**src/design/dq_pkg.sv**
```systemverilog
// ----------------------------------------------------------------------------
// dq_pkg
// Shared sizes, codes and request structs for the double-ended queue.
// ----------------------------------------------------------------------------
package dq_pkg;

    // Storage shape
    localparam int DEPTH      = 1024;
    localparam int DATA_WIDTH = 32;
    localparam int PTR_W      = (DEPTH > 1) ? $clog2(DEPTH) : 1;
    localparam int CNT_W      = $clog2(DEPTH + 1);

    // Port field widths
    localparam int CMD_W    = 3;
    localparam int VALUE_W  = 32;
    localparam int OFFSET_W = 10;
    localparam int ELEM_W   = 32;
    localparam int COUNT_W  = 11;
    localparam int STATUS_W = 2;

    // Width used to compare an offset with the element count
    localparam int CMP_W = (CNT_W > OFFSET_W) ? CNT_W : OFFSET_W;

    typedef enum logic [CMD_W-1:0] {
        CMD_PUSH_BACK  = 3'd0,
        CMD_PUSH_FRONT = 3'd1,
        CMD_POP_BACK   = 3'd2,
        CMD_POP_FRONT  = 3'd3,
        CMD_READ       = 3'd4,
        CMD_CLEAR      = 3'd5
    } t_cmd;

    typedef enum logic [STATUS_W-1:0] {
        ST_DONE  = 2'd0,
        ST_FULL  = 2'd1,
        ST_EMPTY = 2'd2,
        ST_RANGE = 2'd3
    } t_status;

    // Store access issued for one command
    typedef struct packed {
        logic                  we;
        logic [PTR_W-1:0]      waddr;
        logic [DATA_WIDTH-1:0] wdata;
        logic                  re;
        logic [PTR_W-1:0]      raddr;
    } t_ram_req;

    // Result fields known at issue time
    typedef struct packed {
        logic             rd;
        logic [CNT_W-1:0] count;
        t_status          status;
    } t_meta;

    // Circular add of two positions below DEPTH
    function automatic logic [PTR_W-1:0] wrap_add(input logic [PTR_W-1:0] a,
                                                  input logic [PTR_W-1:0] b);
        logic [PTR_W:0] s;
        s = {1'b0, a} + {1'b0, b};
        if (s >= (PTR_W + 1)'(DEPTH)) begin
            s = s - (PTR_W + 1)'(DEPTH);
        end
        return s[PTR_W-1:0];
    endfunction

endpackage

```
**src/design/dq_ctrl.sv**
```systemverilog
// ----------------------------------------------------------------------------
// dq_ctrl
// Front position and element count; decodes a command into a store access
// and the result fields that do not depend on read data.
// ----------------------------------------------------------------------------
module dq_ctrl (
    input  logic                         i_clk,
    input  logic                         i_rst_n,
    input  logic                         i_fire,
    input  logic [dq_pkg::CMD_W-1:0]     i_command,
    input  logic [dq_pkg::VALUE_W-1:0]   i_value,
    input  logic [dq_pkg::OFFSET_W-1:0]  i_offset,
    output dq_pkg::t_ram_req             o_req,
    output dq_pkg::t_meta                o_meta
);
    import dq_pkg::*;

    logic [PTR_W-1:0] r_front, n_front;
    logic [CNT_W-1:0] r_count, n_count;
    logic [CNT_W-1:0] cnt_m1;
    logic [PTR_W-1:0] front_inc, front_dec, back_pos, last_pos, read_pos;
    logic             is_full, is_empty, in_range;
    logic [DATA_WIDTH-1:0] wdata;

    // Derived positions
    assign cnt_m1    = r_count - CNT_W'(1);
    assign front_inc = wrap_add(r_front, PTR_W'(1));
    assign front_dec = (r_front == '0) ? PTR_W'(DEPTH - 1) : r_front - PTR_W'(1);
    assign back_pos  = wrap_add(r_front, r_count[PTR_W-1:0]);
    assign last_pos  = wrap_add(r_front, cnt_m1[PTR_W-1:0]);
    assign read_pos  = wrap_add(r_front, PTR_W'(i_offset));
    assign is_full   = (r_count == CNT_W'(DEPTH));
    assign is_empty  = (r_count == '0);
    assign in_range  = (CMP_W'(i_offset) < CMP_W'(r_count));
    assign wdata     = DATA_WIDTH'($unsigned(i_value));

    // Decode command
    always_comb begin
        n_front      = r_front;
        n_count      = r_count;
        o_req.we     = 1'b0;
        o_req.waddr  = back_pos;
        o_req.wdata  = wdata;
        o_req.re     = 1'b0;
        o_req.raddr  = r_front;
        o_meta.rd    = 1'b0;
        o_meta.status = ST_DONE;
        case (t_cmd'(i_command))
            CMD_PUSH_BACK: begin
                if (is_full) begin
                    o_meta.status = ST_FULL;
                end else begin
                    o_req.we = 1'b1;
                    n_count  = r_count + CNT_W'(1);
                end
            end
            CMD_PUSH_FRONT: begin
                if (is_full) begin
                    o_meta.status = ST_FULL;
                end else begin
                    o_req.we    = 1'b1;
                    o_req.waddr = front_dec;
                    n_front     = front_dec;
                    n_count     = r_count + CNT_W'(1);
                end
            end
            CMD_POP_BACK: begin
                if (is_empty) begin
                    o_meta.status = ST_EMPTY;
                end else begin
                    o_req.re    = 1'b1;
                    o_req.raddr = last_pos;
                    o_meta.rd   = 1'b1;
                    n_count     = cnt_m1;
                end
            end
            CMD_POP_FRONT: begin
                if (is_empty) begin
                    o_meta.status = ST_EMPTY;
                end else begin
                    o_req.re  = 1'b1;
                    o_meta.rd = 1'b1;
                    n_front   = front_inc;
                    n_count   = cnt_m1;
                end
            end
            CMD_READ: begin
                if (!in_range) begin
                    o_meta.status = ST_RANGE;
                end else begin
                    o_req.re    = 1'b1;
                    o_req.raddr = read_pos;
                    o_meta.rd   = 1'b1;
                end
            end
            CMD_CLEAR: begin
                n_front = '0;
                n_count = '0;
            end
            default: begin
            end
        endcase
        o_meta.count = n_count;
        // Gate side effects on the transfer
        o_req.we = o_req.we & i_fire;
        o_req.re = o_req.re & i_fire;
    end

    // Hold pointer state
    always_ff @(posedge i_clk) begin
        if (!i_rst_n) begin
            r_front <= '0;
            r_count <= '0;
        end else if (i_fire) begin
            r_front <= n_front;
            r_count <= n_count;
        end
    end

`ifndef SYNTHESIS
    a_count_bound: assert property (@(posedge i_clk) disable iff (!i_rst_n)
        r_count <= CNT_W'(DEPTH))
        else $error("element count above capacity");

    a_push_grows: assert property (@(posedge i_clk) disable iff (!i_rst_n)
        i_fire && (i_command == CMD_PUSH_BACK || i_command == CMD_PUSH_FRONT)
            && o_meta.status == ST_DONE
        |=> r_count == $past(r_count) + CNT_W'(1))
        else $error("accepted push did not grow the count");

    a_no_write_on_reject: assert property (@(posedge i_clk) disable iff (!i_rst_n)
        o_meta.status != ST_DONE |-> !o_req.we && !o_req.re)
        else $error("rejected command touched the store");
`endif

endmodule

```
**config.mk**
```make
export PLATFORM = sky130hd
export DESIGN_NAME = dq_ctrl
export DESIGN_NICKNAME = d
export VERILOG_FILES = /design/src/design/dq_pkg.sv /design/src/design/dq_ctrl.sv
export SDC_FILE = /design/constraint.sdc
export NUM_CORES = 1
export LEC_CHECK = 0
export ABC_AREA = 1
export BUFFER_PORTS_ARGS = -buffer_cell sky130_fd_sc_hd__buf_2
export CAP_MARGIN = 10
export CORE_MARGIN = 8
export CORE_UTILIZATION = 49
export DETAILED_ROUTE_END_ITERATION = 7
export GPL_ROUTABILITY_DRIVEN = 0
export PLACE_DENSITY = 0.78
export SYNTH_ARGS = -nofsm -noshare
export SYNTH_HDL_FRONTEND = slang
export SYNTH_SLANG_ARGS = --single-unit
```
**constraint.sdc**
```tcl
create_clock -name i_clk -period 2.4 [get_ports i_clk]
set_input_delay 0.48 -clock i_clk [delete_from_list [all_inputs] [get_ports i_clk]]
set_output_delay 0.48 -clock i_clk [all_outputs]
set_load 0.01 [all_outputs]
```
==> impl_metrics.ini, run 1 <==
[synth]
ys_async_sr_fraction_pct = 0
yosysSeqAreaShare_pct = 9.988
synthTopCellsByArea = nand2_1, ha_1, dfxtp_1
yosysMostFrequentCell = nand2_1
netlist_area_sq_mm = 0.004209
yosys-top-cells-count = nand2_1, inv_1, nor2_1, nand3_1, ha_1
synth_flop_cell = dfxtp_1
synth_seq_cells = 21
synth.avg_cell_area_sq_um = 5.945
syn_nets = 801
synth-edff-count = 0
synth_top_cell_area_share_pct = 16.05
ys_warn_count = 0
ys_types = 40
yosysTopAreaCell = nand2_1
syn-instance-count = 708

[global_routing]
grt_pass1_vias = 6040
grt_pass1_wl_um = 31050
track_usage_pct = 33.67
antenna_found_initial = 0
globalRouteOverflowTotal = 0
grt_max_degree = 17

[critical_path]
r2r_slack_ps = -650
rr_worst_depth = 22
setup.worst_path.end_class = output pin
crit_arrival_ps = 2890
cp_data_required_time_ps = 1920
path_buf_inv = 3
endpoint = o_req[9]
cp_top_family = simple AND/OR/NAND/NOR gates
reg2reg_to = r_count[3]
critPathMaxStageDelay_ps = 370
start_kind = register
crit_chain = inv_4 > ha_4 > nand2_4 > nor3_4 > xor2_2 > ha_4 > nand2_4 > inv_2 > a21oi_4 > nand2_2 > nor2_2 > nand2_1 > nand3_1 > nand2_1 > nand3_2 > nand3_2 > buf_6
crit_slowest_cell = dfxtp_4
worstReg2RegStart = r_count[0]
crit_fanout = 3
crit_type = register to output pin
worstSetupPathDepth = 17
startpoint = r_count[0]

[route]
postRouteAntennaNets = 0
drt_iter0_drc = 905
viasPerCell = 6.668
wl_per_cell_um = 24.99
first_pass_iters = 8
drt-total-wl_um = 24660
route.detailed.drc = 24
vias = 6581

[die]
die_y_um = 108.7
start_util_pct = 49.47
die_area_sq_mm = 0.01181
rows = 34
fp.coreArea_sq_mm = 0.008508
fp.dieW_um = 108.7
ios = 116

[pwr]
peakVddDrop_uv = 250.0
switching_power_mw = 1.642
power_frac_clock_pct = 8.4
intPower_mw = 1.560
pwr-share-comb_pct = 77.3
p_per_area_mw_per_mm2 = 489.1
p_leak_nw = 3.400
netSwitchingFraction_pct = 51.28
seqPwrFrac_pct = 14.3

[sta]
fin_crit_ps = 3368
setup_viol = 40
finalCritPeriodShare_pct = 140.3
rsz0062_at_grt = yes
tightest_slew_ps = 698.0
relSlewSlack_pct = 53.30
drv_slew = 0
holdWs_ps = 556.1
finClkSkew_ps = 15.61
fin_ws_ps = -968.3
tns_ps = -16700
finalHoldViolations = 0
max_freq_mhz = 296.9

[finish]
nets = 973
diodes = 0
finalInstanceArea_sq_mm = 0.006546
area_growth_pct = 55.53
fillers = 489
multiInputGateArea_sq_mm = 0.003913
regArea_sq_um = 447.9
drive_gt1_share_pct = 45.62

[cts]
clock_path_buffers = 2
h-tree-depth = 1
cts_buffers = 3
clockRootBuffer = clkbuf_8
clk_latency_ps = 290
cts.reportedPaths.clkPinSlew_ps = 80
cts_tree = yes
cts.sinks = 21
cts_hold_buffers = 0

[placed_design]
port_buffers = 51
hpwl_um = 12340
placed_cell_area_sq_mm = 0.005102

[outcome]
outcome = finished, violations left
violations = design-rule violations, negative setup slack

[min_path]
hp-class = input port to register

[flow_run]
drv_cap = 0
==> repair_timing <==
item,in CTS,in global routing
buffers inserted,39,18
endpoints found under the setup margin,35,39
resized for setup,109,112
gates cloned,1,1
pin swaps,33,42
==> stage by stage <==
step	std cells	power [mW]	util (%)	setup WS [ps]
floorplan	708	1.385	-	-85.30
global placement	925	1.938	59.97	-321.6
detailed placement	925	1.984	59.97	-389.3
CTS	968	2.537	69.43	-559.2
global route	987	3.295	76.94	-1036
finish	987	3.202	76.94	-968.3
==> worst min path at each step <==
stage	endpoint	cells past startpoint	start	slack (ps)
4_1_cts	r_count[1]	4	i_fire	550
5_1_grt	r_front[8]	3	i_rst_n	590
3_3_place_gp	r_count[10]	4	r_count[10]	630
3_5_place_dp	r_count[10]	4	r_count[10]	660
6_report	r_front[5]	3	i_rst_n	560
2_1_floorplan	r_front[8]	2	r_front[8]	590
==> per-layer routing <==
metal  GRT usage [%]  vias to the layer above  routed length [um]
met1           36.63                     2833                7567
met5               0                        -                   0
met3           11.23                      350                3943
met4           26.20                        0                2924
li1                -                     2619                   -
met2           53.36                      779               10230
==> power by group through the flow <==
stage               registers [mW]  logic [mW]  clock network (mW)
floorplan                    0.423       0.962                   0
global route                 0.456        2.57               0.269
finish                       0.459        2.47               0.269
CTS                          0.435        1.85               0.249
detailed placement           0.441        1.54                   0
global placement             0.439        1.50                   0
==> kinds of logic after synthesis <==
kind of cell | Yosys count | synth area share [%]
adders and majority gates | 45 | 13.91
buffers and inverters | 138 | 16.11
xor gates and xnor gates | 24 | 4.994
AOI/OAI and AO/OA | 112 | 15.04
DFF | 21 | 9.988
and+or+nand+nor | 368 | 39.95
==> cell type report <==
cell class,count,share of cell area (%)
multi-input cells,549,59.77
repair buffers,212,24.71
flip-flops and latches,21,6.843
inverters,91,5.657
well taps,108,2.064
clock buffers,4,0.6881
repair inverters,2,0.2676
==> registers in the layout, summed over array words and instances, names as in the netlist <==
signal,count
r_count,11
r_front,10
==> cells in the final DEF (no fill, tap or decap), types with 7 or more instances in the layout <==
cell type    n
nand4_1     13
ha_4        13
nand2_1    142
nand2_4     13
nand3_4      9
nor2_4       7
inv_2        9
nand3_1     51
dfxtp_2     10
inv_1       74
nand2_2     31
xor2_1      11
buf_2       36
ha_1        27
a21oi_1     29
o21ai_2     11
nand3_2     16
nor2_1      61
o21ai_0     25
buf_6       31
buf_4      145
nor2_2      11
o21ai_1     16
dfxtp_1      7
==> worst reg2reg max path: stages, from the launching register on <==
cell and delay [ps]:
dfxtp_4 370, inv_4 110, buf_4 170, nand2_4 70
o21ai_2 140, o21ai_2 110, buf_4 150, buf_4 120
buf_4 130, buf_4 130, buf_4 120, buf_4 120
buf_4 120, buf_4 130, buf_4 130, nand2_2 60
nand3_2 80, buf_4 160, buf_4 130, buf_4 130
buf_4 140, o21ai_2 110, inv_1 40
(Power assumes the default switching activity.)
==> run 2: changes to the inputs <==
GPL_ROUTABILITY_DRIVEN = default   (was 0)
REMOVE_ABC_BUFFERS = 1   (was default)
==> impl_metrics.ini, run 2 (synthesized netlist as in run 1, its figures left out) <==
[finish]
regMostFlops = r_count
nets = 980
area_growth_pct = 60.70
reg.largest.list = r_count: 11 flops, r_front: 10 flops
final_cell_mix = nand2_1, buf_4, inv_1, nor2_1, nand3_1
fin_cells = 994
regArea_sq_um = 442.9
drive_gt1_share_pct = 47.52
largest_reg_flops = 11
diodes = 0
final_common_cell = nand2_1
fillers = 520
final_util_pct = 79.50
multiInputGateArea_sq_mm = 0.004033

[critical_path]
crit_arrival_ps = 2950
cp_data_required_time_ps = 1920
crit_type = register to output pin
setup.worst_path.end_class = output pin
r2r_slack_ps = -300
start_kind = register
crit_fanout = 3

[placed_design]
post-place-cells = 943
place_congestion = 0.9593
port_buffers = 51
hpwl_um = 12970
preCtsSetupSlack_ps = -459.8

[pwr]
total_power_mw = 3.240
p_per_area_mw_per_mm2 = 479.1
peakVddDrop_uv = 310.2
p_leak_nw = 3.443

[cts]
h-tree-depth = 1
cts_hold_buffers = 0
cts.sinks = 21
cts.reportedPaths.clkPinSlew_ps = 110
cts_buffers = 3
clockRootBuffer = clkbuf_8
clock_path_buffers = 2
clk_latency_ps = 300
cts_tree = yes

[sta]
fin_crit_ps = 3429
finalCritPeriodShare_pct = 142.9
tightest_slew_ps = 484.0
finClkSkew_ps = 13.58
max_freq_mhz = 291.6
drv_slew = 0
fin_ws_ps = -1029
relSlewSlack_pct = 67.70
setup_viol = 38
finalHoldViolations = 0
rsz0062_at_grt = yes

[global_routing]
grt_max_degree = 20
grt_pass1_wl_um = 29590
antenna_found_initial = 0
track_usage_pct = 32.11
globalRouteOverflowTotal = 0
grt_pass1_vias = 5791

[route]
first_pass_iters = 8
viasPerCell = 6.382
route.detailed.drc = 0
drt-total-wl_um = 23900
postRouteAntennaNets = 0
drt_iter0_drc = 757
wl_per_cell_um = 24.04
vias = 6344

[die]
fp.dieW_um = 108.7
rows = 34
die_y_um = 108.7
ios = 116
start_util_pct = 49.47
fp.coreArea_sq_mm = 0.008508
die_area_sq_mm = 0.01181

[flow_run]
drv_cap = 0

[outcome]
violations = negative setup slack
outcome = finished, violations left

[min_path]
hp-class = input port to register
-- run 2: cell count changes in the layout (fill, tap and decap cells not counted), sizes merged --
cell / change
buf: +9
clkbuf: -1
clkinv: +1
inv: -2
-- run 2: worst max-delay path, stage by stage (launching register included) --
cell	delay [ps]
dfxtp_2	380
buf_6	140
nor2_4	70
nand2_1	60
nor2_2	170
nand3_2	150
xor2_4	270
ha_4	260
nand2_4	70
inv_2	40
a21oi_2	190
nand2_1	100
nor2_1	140
nand2_1	120
nand3_1	120
nand2_1	80
nand3_2	90
nand3_2	70
buf_6	120
-- run 2: where the power goes --
| part | internal [mW] | switching [mW] | total (mW) | leakage [nW] |
|---|---|---|---|---|
| sequential | 0.380 | 0.0593 | 0.439 | 0.178 |
| clock | 0.118 | 0.175 | 0.292 | 0.0255 |
| combinational | 1.12 | 1.39 | 2.51 | 3.24 |
| total | 1.61 | 1.63 | 3.24 | 3.44 |
-- run 2: layout make-up --
class,instances,share of cell area (%)
multi-input cells,549,59.62
repair buffers,221,25.68
flip-flops and latches,21,6.548
inverters,91,5.475
well taps,108,1.998
clock buffers,3,0.6104
clock inverters,1,0.07399
-- run 2: final timing paths --
| kind | startpoint | to | cells after the start |
|---|---|---|---|
| max reg2reg | r_count[1] | r_count[6] | 19 |
| max | r_count[1] | o_req[9] | 18 |
| min reg2reg | r_front[0] | r_front[0] | 2 |
| min | i_rst_n | r_front[3] | 3 |
-- run 2: repair_timing --
action,4_1_cts,5_1_grt
gates cloned,0,0
setup buffers,38,14
endpoints found under the setup margin,35,36
resized for setup,178,90
pin swaps,44,57
-- run 2: per-stage QoR --
stage | hold slack, ps | setup TNS, ps | area (sq um)
finish | 561.0 | -15380 | 6764
global route | 561.9 | -17460 | 6764
CTS | 550.9 | -7256 | 6287
detailed placement | 629.1 | -3815 | 5206
global placement | 594.6 | -3143 | 5206
floorplan | 583.5 | -1151 | 3880
-- run 2: metal layers --
layer	track usage [%]	wire (um)	part of all wire, %
met1	38.02	8155	34
met2	51.61	10210	43
met3	7.683	3349	14
met4	19.16	2137	8.9
met5	2.521	41	0.17
==> run 3: changes to the inputs <==
CORE_UTILIZATION = 55   (was 49)
PLACE_DENSITY = 0.83   (was 0.78)
clock period = 3.6 ns   (was 2.4 ns; I/O delays follow)
==> impl_metrics.ini, run 3 (synthesized netlist as in run 1, its figures left out) <==
[finish]
multiInputGateArea_sq_mm = 0.003182
regMostFlops = r_count
reg.largest.list = r_count: 11 flops, r_front: 10 flops
nets = 819
area_growth_pct = 5.975
finalInstanceArea_sq_mm = 0.004461
largest_reg_flops = 11
drive_gt1_share_pct = 17.10
diodes = 0
final_common_cell = nand2_1
fillers = 720
regArea_sq_um = 429.2
final_cell_mix = nand2_1, inv_1, nor2_1, nand3_1, buf_2

[pwr]
p_per_area_mw_per_mm2 = 298.6
total_power_mw = 1.332
p_leak_nw = 2.407
peakVddDrop_uv = 211.6

[placed_design]
place_congestion = 0.9783
port_buffers = 51
preCtsSetupSlack_ps = 231.1
hpwl_um = 11530
placed_cell_area_sq_mm = 0.004308

[sta]
finalHoldViolations = 0
drv_slew = 0
setup_viol = 0
fin_ws_ps = 193.0
finalCritPeriodShare_pct = 94.64
holdWs_ps = 642.5
fin_crit_ps = 3407
max_freq_mhz = 293.5
tightest_slew_ps = 651.7
relSlewSlack_pct = 56.49
finClkSkew_ps = 9.947
rsz0062_at_grt = yes

[critical_path]
crit_slowest_cell = xor2_1
cp_top_family = simple AND/OR/NAND/NOR gates
path_buf_inv = 1
crit_fanout = 8
crit_type = register to output pin
worstSetupPathDepth = 13
r2r_slack_ps = 1530
rr_worst_depth = 10
start_kind = register
cp_data_required_time_ps = 2880
crit_arrival_ps = 2690
crit_chain = nor2_1 > nand2_1 > nor2_2 > xor2_1 > ha_1 > a21o_1 > a31oi_1 > nand2_1 > nand2_1 > nand3_1 > nand3_1 > nand3_1 > buf_2
critPathMaxStageDelay_ps = 390
setup.worst_path.end_class = output pin

[global_routing]
grt_pass1_wl_um = 22630
grt_pass1_vias = 4548
grt_max_degree = 22
globalRouteOverflowTotal = 0
track_usage_pct = 27.34
antenna_found_initial = 0

[route]
drt-total-wl_um = 14400
vias = 4783
first_pass_iters = 6
met3_length_um = 1697
route.detailed.drc = 0
viasPerCell = 5.784
drt_iter0_drc = 432
wl_met1_um = 6166
postRouteAntennaNets = 0
wl_met2_um = 6153
maxUsedRoutingLayer = met4
wl_per_cell_um = 17.41

[cts]
clockRootBuffer = clkbuf_8
cts_hold_buffers = 0
h-tree-depth = 1
cts_tree = yes
clk_latency_ps = 270
cts.reportedPaths.clkPinSlew_ps = 80
cts.sinks = 21
clock_path_buffers = 2
cts_buffers = 3

[min_path]
hp-class = register to register
holdPathStages = 4

[outcome]
outcome = finished clean

[die]
die_y_um = 103.5
fp.coreArea_sq_mm = 0.007567
rows = 32
fp.dieW_um = 103.5
die_area_sq_mm = 0.01071
start_util_pct = 55.62
ios = 116

[flow_run]
drv_cap = 0
run 3: changes by cell type in the layout (fill, tap and decap cells not counted), sizes merged:
cell / delta
buf: -161
clkbuf: +1
inv: +1
clkinvlp: -1
clkinv: -1
run 3: cell type report:
class	instances	share of cell area (%)
Clock buffer	4	1.010
Sequential cell	21	9.621
Inverter	91	7.938
Multi-Input combinational cell	549	71.33
Tap cell	102	2.861
Timing Repair Buffer	60	7.237
run 3: metrics by stage:
| stage | std cells | util [%] | setup TNS, ps |
|---|---|---|---|
| 6_report | 827 | 58.95 | 0 |
| 5_1_grt | 827 | 58.95 | -94.66 |
| 4_1_cts | 824 | 57.52 | 0 |
| 3_5_place_dp | 820 | 56.93 | 0 |
| 3_3_place_gp | 820 | 56.93 | 0 |
| 2_1_floorplan | 661 | - | 0 |
run 3: path summary, 6_finish.rpt:
path | startpoint | end
max | r_count[3] | o_req[8]
min | r_count[10] | r_count[10]
max reg2reg | r_count[1] | r_front[8]
min reg2reg | r_count[10] | r_count[10]
run 3: worst reg2reg max path, cell delays in order, from the launching register on:
cell and delay (ps):
dfxtp_2 410, inv_4 90, ha_1 190, nand2_1 110, nor2_4 60, nand3_2 270
a21oi_2 130, nor2_4 330, inv_1 200, nor2_1 150, nor2_1 50
run 3: routing by layer:
metal | vias up | GRT usage [%]
li1 | 2313 | -
met1 | 2148 | 36.17
met2 | 288 | 40.88
met3 | 34 | 7.764
met4 | 0 | 9.789
met5 | - | 2.551
run 3: timing repair:
item | in CTS | in global routing
buffers inserted | 0 | 3
endpoints found under the setup margin | 2 | 10
gates resized for setup | 2 | 23
pin swaps | 0 | 1
run 3: power by group:
part           internal (mW)  leakage [nW]  switching (mW)  total, mW
logic                  0.313          2.21           0.546      0.860
registers              0.252         0.175          0.0585      0.310
clock network         0.0790        0.0228          0.0828      0.162
total                  0.644          2.41           0.688       1.33
